File: src/plid_pkg.sv
// Package: shared constants, codes and control types for the positional list unit.
`timescale 1ns / 1ps

package plid_pkg;

  localparam int CAPACITY = 16;

  localparam int IDX_W   = (CAPACITY > 2) ? $clog2(CAPACITY) : 1;
  localparam int CNT_W   = $clog2(CAPACITY + 1);
  localparam int POS_W   = 5;
  localparam int VAL_W   = 32;
  localparam int ACT_W   = 2;
  localparam int OCNT_W  = 5;
  localparam int CMP_W   = ((CNT_W > POS_W) ? CNT_W : POS_W) + 1;
  localparam int TDATA_W = 40;

  localparam logic [ACT_W-1:0] ACT_INSERT = 2'd0;
  localparam logic [ACT_W-1:0] ACT_DELETE = 2'd1;
  localparam logic [ACT_W-1:0] ACT_READ   = 2'd2;

  typedef enum logic [1:0] {
    ST_OK     = 2'd0,
    ST_BADPOS = 2'd1,
    ST_FULL   = 2'd2,
    ST_EMPTY  = 2'd3
  } status_t;

  // Commands from the controller to the datapath.
  typedef struct packed {
    logic load_req;
    logic execute;
  } plid_cmd_t;

  // Status from the datapath to the controller.
  typedef struct packed {
    logic out_free;
  } plid_sts_t;

endpackage

File: src/plid_ctrl.sv
// Controller: takes a request, then runs it once the result register is free.
`timescale 1ns / 1ps

module plid_ctrl (
  input  logic                clk,
  input  logic                rst_n,
  input  logic                in_tvalid,
  output logic                in_tready,
  input  plid_pkg::plid_sts_t sts,
  output plid_pkg::plid_cmd_t cmd
);

  typedef enum logic {
    S_IDLE,
    S_EXEC
  } state_t;

  state_t state_r, state_nxt;
  logic   in_tready_r, in_tready_nxt;

  always_comb begin
    state_nxt     = state_r;
    in_tready_nxt = in_tready_r;
    cmd.load_req  = 1'b0;
    cmd.execute   = 1'b0;
    case (state_r)
      S_IDLE: begin
        // Ready stays low through reset and is set again once reset is released.
        in_tready_nxt = 1'b1;
        if (in_tvalid && in_tready_r) begin
          cmd.load_req  = 1'b1;
          state_nxt     = S_EXEC;
          in_tready_nxt = 1'b0;
        end
      end
      S_EXEC: begin
        // The request waits here while an earlier result is still unclaimed.
        if (sts.out_free) begin
          cmd.execute   = 1'b1;
          state_nxt     = S_IDLE;
          in_tready_nxt = 1'b1;
        end
      end
      default: begin
        state_nxt     = S_IDLE;
        in_tready_nxt = 1'b1;
      end
    endcase
  end

  always_ff @(posedge clk) begin
    if (!rst_n) begin
      state_r     <= S_IDLE;
      in_tready_r <= 1'b0;
    end else begin
      state_r     <= state_nxt;
      in_tready_r <= in_tready_nxt;
    end
  end

  assign in_tready = in_tready_r;

endmodule

File: src/plid_dp.sv
// Datapath: request register, entry shift chain, count and result register.
`timescale 1ns / 1ps

module plid_dp (
  input  logic                               clk,
  input  logic                               rst_n,
  input  logic [plid_pkg::TDATA_W-1:0]       in_tdata,
  input  logic                               in_tuser,
  output logic                               out_tvalid,
  input  logic                               out_tready,
  output logic [plid_pkg::TDATA_W-1:0]       out_tdata,
  input  plid_pkg::plid_cmd_t                cmd,
  output plid_pkg::plid_sts_t                sts
);

  logic [plid_pkg::ACT_W-1:0]  act_r;
  logic [plid_pkg::VAL_W-1:0]  val_r;
  logic [plid_pkg::POS_W-1:0]  pos_r;
  logic                        end_r;

  logic [plid_pkg::VAL_W-1:0]  entries_r [plid_pkg::CAPACITY];
  logic [plid_pkg::CNT_W-1:0]  count_r, count_nxt;

  logic                        out_valid_r, out_valid_nxt;
  plid_pkg::status_t           out_status_r;
  logic [plid_pkg::VAL_W-1:0]  out_value_r;
  logic [plid_pkg::OCNT_W-1:0] out_count_r;

  logic [plid_pkg::CMP_W-1:0]  n_ext, ep;
  logic [plid_pkg::IDX_W-1:0]  idx;
  plid_pkg::status_t           status;
  logic                        do_ins, do_del;
  logic [plid_pkg::VAL_W-1:0]  rd_val;

  always_ff @(posedge clk) begin
    if (cmd.load_req) begin
      act_r <= in_tdata[1:0];
      val_r <= in_tdata[33:2];
      pos_r <= in_tdata[38:34];
      end_r <= in_tuser;
    end
  end

  always_comb begin
    n_ext  = plid_pkg::CMP_W'(count_r);
    ep     = plid_pkg::CMP_W'(pos_r);
    status = plid_pkg::ST_BADPOS;
    do_ins = 1'b0;
    do_del = 1'b0;
    case (act_r)
      plid_pkg::ACT_INSERT: begin
        if (count_r == plid_pkg::CNT_W'(plid_pkg::CAPACITY)) begin
          status = plid_pkg::ST_FULL;
        end else begin
          if (end_r) ep = n_ext + 1'b1;
          if (ep != '0 && ep <= n_ext + 1'b1) begin
            status = plid_pkg::ST_OK;
            do_ins = 1'b1;
          end
        end
      end
      plid_pkg::ACT_DELETE, plid_pkg::ACT_READ: begin
        if (count_r == '0) begin
          status = plid_pkg::ST_EMPTY;
        end else begin
          if (end_r) ep = n_ext;
          if (ep != '0 && ep <= n_ext) begin
            status = plid_pkg::ST_OK;
            do_del = (act_r == plid_pkg::ACT_DELETE);
          end
        end
      end
      default: status = plid_pkg::ST_BADPOS;
    endcase
    idx = plid_pkg::IDX_W'(ep - 1'b1);
  end

  // Only a request that passed its checks reads, so the index is in range here.
  assign rd_val = (status == plid_pkg::ST_OK && act_r != plid_pkg::ACT_INSERT)
                  ? entries_r[idx] : '0;

  always_comb begin
    count_nxt = count_r;
    if (do_ins) count_nxt = count_r + 1'b1;
    else if (do_del) count_nxt = count_r - 1'b1;
  end

  // Every entry loads from its own neighbour, so all entries shift at once.
  for (genvar g = 0; g < plid_pkg::CAPACITY; g++) begin : g_entry
    always_ff @(posedge clk) begin
      if (cmd.execute) begin
        if (do_ins) begin
          if (plid_pkg::IDX_W'(g) == idx) begin
            entries_r[g] <= val_r;
          end else if (plid_pkg::IDX_W'(g) > idx) begin
            if (g > 0) entries_r[g] <= entries_r[(g > 0) ? g - 1 : 0];
          end
        end else if (do_del) begin
          if (plid_pkg::IDX_W'(g) >= idx && g < plid_pkg::CAPACITY - 1) begin
            entries_r[g] <= entries_r[(g < plid_pkg::CAPACITY - 1) ? g + 1 : g];
          end
        end
      end
    end
  end

  always_comb begin
    out_valid_nxt = out_valid_r;
    if (cmd.execute) out_valid_nxt = 1'b1;
    else if (out_tready) out_valid_nxt = 1'b0;
  end

  always_ff @(posedge clk) begin
    if (!rst_n) begin
      count_r     <= '0;
      out_valid_r <= 1'b0;
    end else begin
      out_valid_r <= out_valid_nxt;
      if (cmd.execute) count_r <= count_nxt;
    end
  end

  always_ff @(posedge clk) begin
    if (cmd.execute) begin
      out_status_r <= status;
      out_value_r  <= rd_val;
      out_count_r  <= plid_pkg::OCNT_W'(count_nxt);
    end
  end

  assign sts.out_free = !out_valid_r || out_tready;
  assign out_tvalid   = out_valid_r;
  assign out_tdata    = {1'b0, out_count_r, out_value_r, out_status_r};

`ifndef SYNTH
  a_count_bound: assert property (@(posedge clk) disable iff (!rst_n)
    count_r <= plid_pkg::CNT_W'(plid_pkg::CAPACITY))
    else $error("entry count above capacity");

  a_exec_result: assert property (@(posedge clk) disable iff (!rst_n)
    cmd.execute |=> out_valid_r)
    else $error("executed request left no result");

  a_insert_count: assert property (@(posedge clk) disable iff (!rst_n)
    (cmd.execute && do_ins) |=> count_r == $past(count_r) + 1'b1)
    else $error("insert did not raise the count");
`endif

endmodule

File: src/positional_list_insert_delete_unit.sv
// Top level: positional list with insert, delete and read at a 1-based position.
`timescale 1ns / 1ps
//
// The block holds an ordered list of up to plid_pkg::CAPACITY signed 32-bit
// values. A request on the in_ channel inserts, deletes or reads at a
// position, or at the end when in_tuser (to_end) is set. Each request gives
// exactly one result on the out_ channel: a status, the value read or
// deleted, and the entry count after the request. A failed request leaves
// the list untouched.
// A request is first registered, then, once the result register is free,
// checked, and in the same step the entry chain is shifted and the result
// register loaded. The shift chain moves every entry at once, so this does
// not depend on position. A new request is taken only once the last has run.
// While a result waits in the output register the next request is still
// taken, and held until the receiver frees the result register.
// Reset empties the list and clears both channels; no clearing pass is run.
//
module positional_list_insert_delete_unit (
  input  logic                         clk,
  input  logic                         rst_n,
  input  logic                         in_tvalid,
  output logic                         in_tready,
  // fields from bit 0: action[1:0], new_value[33:2], position[38:34]
  input  logic [plid_pkg::TDATA_W-1:0] in_tdata,
  // fields from bit 0: to_end[0]
  input  logic                         in_tuser,
  output logic                         out_tvalid,
  input  logic                         out_tready,
  // fields from bit 0: status[1:0], read_value[33:2], entry_count[38:34]
  output logic [plid_pkg::TDATA_W-1:0] out_tdata
);

  plid_pkg::plid_cmd_t cmd;
  plid_pkg::plid_sts_t sts;

  plid_ctrl u_ctrl (
    .clk       (clk),
    .rst_n     (rst_n),
    .in_tvalid (in_tvalid),
    .in_tready (in_tready),
    .sts       (sts),
    .cmd       (cmd)
  );

  plid_dp u_dp (
    .clk        (clk),
    .rst_n      (rst_n),
    .in_tdata   (in_tdata),
    .in_tuser   (in_tuser),
    .out_tvalid (out_tvalid),
    .out_tready (out_tready),
    .out_tdata  (out_tdata),
    .cmd        (cmd),
    .sts        (sts)
  );

endmodule

File: config.mk
export PLATFORM = sky130hd
export DESIGN_NAME = positional_list_insert_delete_unit
export DESIGN_NICKNAME = d
export VERILOG_FILES = /design/src/plid_pkg.sv /design/src/plid_ctrl.sv /design/src/plid_dp.sv /design/src/positional_list_insert_delete_unit.sv
export SDC_FILE = /design/constraint.sdc
export NUM_CORES = 2
export LEC_CHECK = 0
export BUFFER_PORTS_ARGS = -buffer_cell sky130_fd_sc_hd__buf_2
export CAP_MARGIN = 10
export CORE_MARGIN = 3
export CORE_UTILIZATION = 40
export DETAILED_ROUTE_END_ITERATION = 8
export PLACE_DENSITY = 0.65
export SETUP_SLACK_MARGIN = 0.05
export SYNTH_ARGS = -nofsm -noshare
export SYNTH_HDL_FRONTEND = slang
export SYNTH_HIERARCHICAL = 1
export SYNTH_SLANG_ARGS = --single-unit
export TNS_END_PERCENT = 10
File: constraint.sdc
create_clock -name clk -period 7.9 [get_ports clk]
set_input_delay 0.79 -clock clk [delete_from_list [all_inputs] [get_ports clk]]
set_output_delay 0.79 -clock clk [all_outputs]
set_load 0.005 [all_outputs]
==> flow_summary_export.csv <==
group,metric,value,unit
floorplan,initial_core_util,40.5,%
cts,cts_buffers,70,
status,status,"complete, no violations",
routing,dr.pass1.iters,8,
cts,cts_tree,"done",
sta,period_share,77.8,%
critical_path,regToRegSetupSlack,1750,ps
sta,setup_viol,0,
critical_path,crit_required,8240,ps
yosys,yosys_most_used_dff,"edfxtp_1",
floorplan,die_x,297,um
sta,fin_tns_setup,0,ps
worst_hold_path,min_from,"in_tdata[30]",
layout,layout-drive-gt1-share,14.1,%
power_and_ir_drop,peakVddDrop,0.160,mV
yosys,synth.avg_cell_area,11.8,um^2
routing,wl_per_cell,26.3,um
cts,clk_pin_slew_worst_paths,60,ps
yosys,synth_top_family_by_area,"multiplexers",
layout,insertedDiodeCount,0,
routing,drt_first_iter_violations,2483,
sta,slew-limit-headroom,19.9,%
critical_path,path_cells,"inv_1 -> ha_1 -> nor4b_2 -> nor3_1 -> a21oi_1 -> o21ai_2 -> inv_8 -> ha_1 -> xnor2_2 -> nand2_4 -> o21ai_4 -> buf_4 -> a21oi_1",
placement,place.gp.congestion,0.822,
sta,period_needed,6150,ps
critical_path,reg2reg_from,"u_dp/count_r[0]",
yosys,synth_compound_area_share,10.1,%
critical_path,crit_type,"reg2reg",
yosys,yosys.area_share.simple,8.40,%
cts,clkLatencyLatePin,620,ps
job,cap_violations,0,
critical_path,r2r-end,"u_dp/entries_r[13][31]",
critical_path,cp_slowest_cell,"o21ai_4",
routing,drt_wl_total,106000,um
worst_hold_path,min_delay_worst_endpoint,"u_dp/val_r[28]",
yosys,synth_edf_count,591,
cts,htreeDepth,3,
sta,max_freq,163,MHz
sta,tightest_slew,1200,ps
routing,wl_met2,48900,um
global_route,grt_pass1_wl,155000,um
sta,hold_viol,0,
floorplan,core_area,83800,um^2
yosys,yosys.area_share.xor_xnor,0.501,%
layout,fillCellCount,7788,
placement,portBuffers,84,
yosys,synthAdderAreaFrac,0.700,%
yosys,synth_seq_cells,599,
global_route,grt_overflow,0,
global_route,grt_max_degree,67,
worst_hold_path,hold_depth,1,
yosys,synth_cell_types,78,
critical_path,r2r_cells,13,
routing,highest_layer,"met5",
floorplan,std_cell_rows,106,
critical_path,path_buf_inv,3,
sta,final-max-slew-violation-count,0,
yosys,syn_inst,2874,
placement,place_hpwl,60400,um
layout,layout_commonest_cell,"edfxtp_1",
yosys,syn_nets,2938,
yosys,ys_seq_area_share,52.8,%
cts,cts_setup_buffers,0,
cts,clock_sinks,599,
power_and_ir_drop,power-per-cell-area,201,nW/um^2
cts,cts_hold_buf,0,
critical_path,path_delay_family,"compound AO/OA/AOI/OAI gates",
sta,holdWs,345,ps
global_route,grt_pass1_vias,23100,
cts,clock-root-buffer,"clkbuf_16",
routing,detail-route-antenna-nets,0,
routing,vias,24200,
routing,wl_met1,44600,um
yosys,synth_area,33900,um^2
floorplan,die_area,88400,um^2
layout,seq_area,17900,um^2
routing,routed_via_density,5.99,
layout,layout_common_cells,"591 x edfxtp_1, 517 x mux2i_1, 368 x nor2_1",
cts,cts_buffer_depth,3,
critical_path,slowest_delay,1210,ps
yosys,synth_warnings,6,
layout,syn_to_final_growth,11.2,%
floorplan,io_pins,87,
sta,grt_setup_unrepaired,"no",
sta,fin_worst_skew,24.8,ps
critical_path,crit_fanout,66,
placement,dp_slack,1870,ps
layout,nets,2922,
cts,ctsResizeCount,0,
power_and_ir_drop,p_leak,13.7,nW
worst_hold_path,hp-class,"in2reg",
floorplan,die_y,297,um
layout,multi_input_area,15200,um^2
sta,timing.final.ws_setup,1750,ps
critical_path,worstSetupEndpointType,"flip-flop",
yosys,synth_mux_area_share,24.0,%
critical_path,worst_setup_path_start_kind,"flip-flop",
global_route,grt_usage,23.4,%
routing,drc,0,
global_route,antenna_found_initial,1,
critical_path,cp.arrival,6490,ps
routing,wl_met3,9420,um
yosys,ys_async_sr_fraction,0,%
-- synth_stat cells, types with 5 or more instances --
library cell	number	area, um^2
nand2b_1	7	43.8
o21ai_0	80	400
nand3_1	7	35.0
o21ai_1	54	270
a31oi_1	33	206
nor2_1	373	1400
buf_4	17	128
a21oi_1	303	1520
edfxtp_1	591	17700
mux2_2	30	338
nor4_1	33	206
buf_6	7	78.8
buf_1	18	67.6
xnor2_1	11	96.3
inv_1	17	63.8
or3_1	6	37.5
o211ai_1	5	37.5
o221ai_1	64	561
a21oi_2	6	52.6
ha_1	19	238
and2_1	13	81.3
nor2b_1	5	31.3
nand2_1	206	773
mux2i_1	517	5170
mux4_2	64	1440
a21o_1	5	37.5
dfxtp_1	8	160
buf_2	83	415
clkbuf_1	113	424
mux2_1	102	1150
-- worst max path at each step --
stage                         start  depth (start not counted)                      to
finish              u_dp/count_r[0]                         13  u_dp/entries_r[13][31]
global route        u_dp/count_r[0]                         15   u_dp/entries_r[4][10]
CTS                 u_dp/count_r[0]                         15   u_dp/entries_r[4][20]
detailed placement    u_dp/act_r[0]                         15   u_dp/entries_r[4][11]
global placement    u_dp/count_r[0]                         15    u_dp/entries_r[4][1]
floorplan             u_dp/act_r[0]                         14    u_dp/entries_r[9][0]
-- stage by stage --
step	cell area [um^2]	power (mW)	utilization [%]	cells
floorplan	33900	4.15	-	2874
global placement	35500	4.42	42.4	3920
detailed placement	35500	4.43	42.4	3920
CTS	37800	7.66	45.1	4047
global route	37800	7.84	45.1	4047
finish	37800	7.60	45.1	4047
-- sequential cells by signal (all words and copies together) (netlist names) --
signal and cells:
u_dp/end_r 1, u_dp/act_r 2, u_dp/out_status_r 2, u_dp/val_r 32, u_dp/out_count_r 5, u_dp/count_r 5
u_dp/entries_r 512, u_ctrl/in_tready 1, u_dp/out_value_r 32, u_dp/pos_r 5, u_dp/out_tvalid 1, u_ctrl/state_r 1
-- worst reg2reg max path, stage by stage (launching register included) --
cell     delay [ps]
dfxtp_1         580
inv_1           210
ha_1            320
nor4b_2         200
nor3_1          300
a21oi_1          90
o21ai_2         220
inv_8           360
ha_1            530
xnor2_2         600
nand2_4         700
o21ai_4        1230
buf_4           450
a21oi_1         120
-- cell type report --
cell class / count / share of cell area [%]
clock buffer: 93 / 5.03
clock inverter: 34 / 0.881
inverter: 21 / 0.229
multi-input combinational: 2016 / 40.2
sequential: 599 / 47.4
tap: 1134 / 3.76
timing repair buffer: 150 / 2.46
-- power by group --
part | internal, mW | switching [mW] | leakage, nW
Combinational | 0.296 | 0.510 | 7.26
Sequential | 3.52 | 0.0460 | 5.40
Clock | 1.89 | 1.33 | 1.08
Total | 5.71 | 1.89 | 13.7
-- layer usage --
layer  vias to the layer above  global-route usage, %
met1                     12100                   32.5
met4                         2                   7.65
met5                         -                      0
met2                      1117                   37.2
met3                       206                   4.33
li1                      10800                      -
-- kinds of logic after synthesis --
family	count (synthesis)
mux	716
simple gates	681
flops	599
compound gates	583
buf+inv	259
fa+ha+maj	19
xor+xnor	16
other cells	1
No activity file was read; power rests on OpenSTA's default activity.
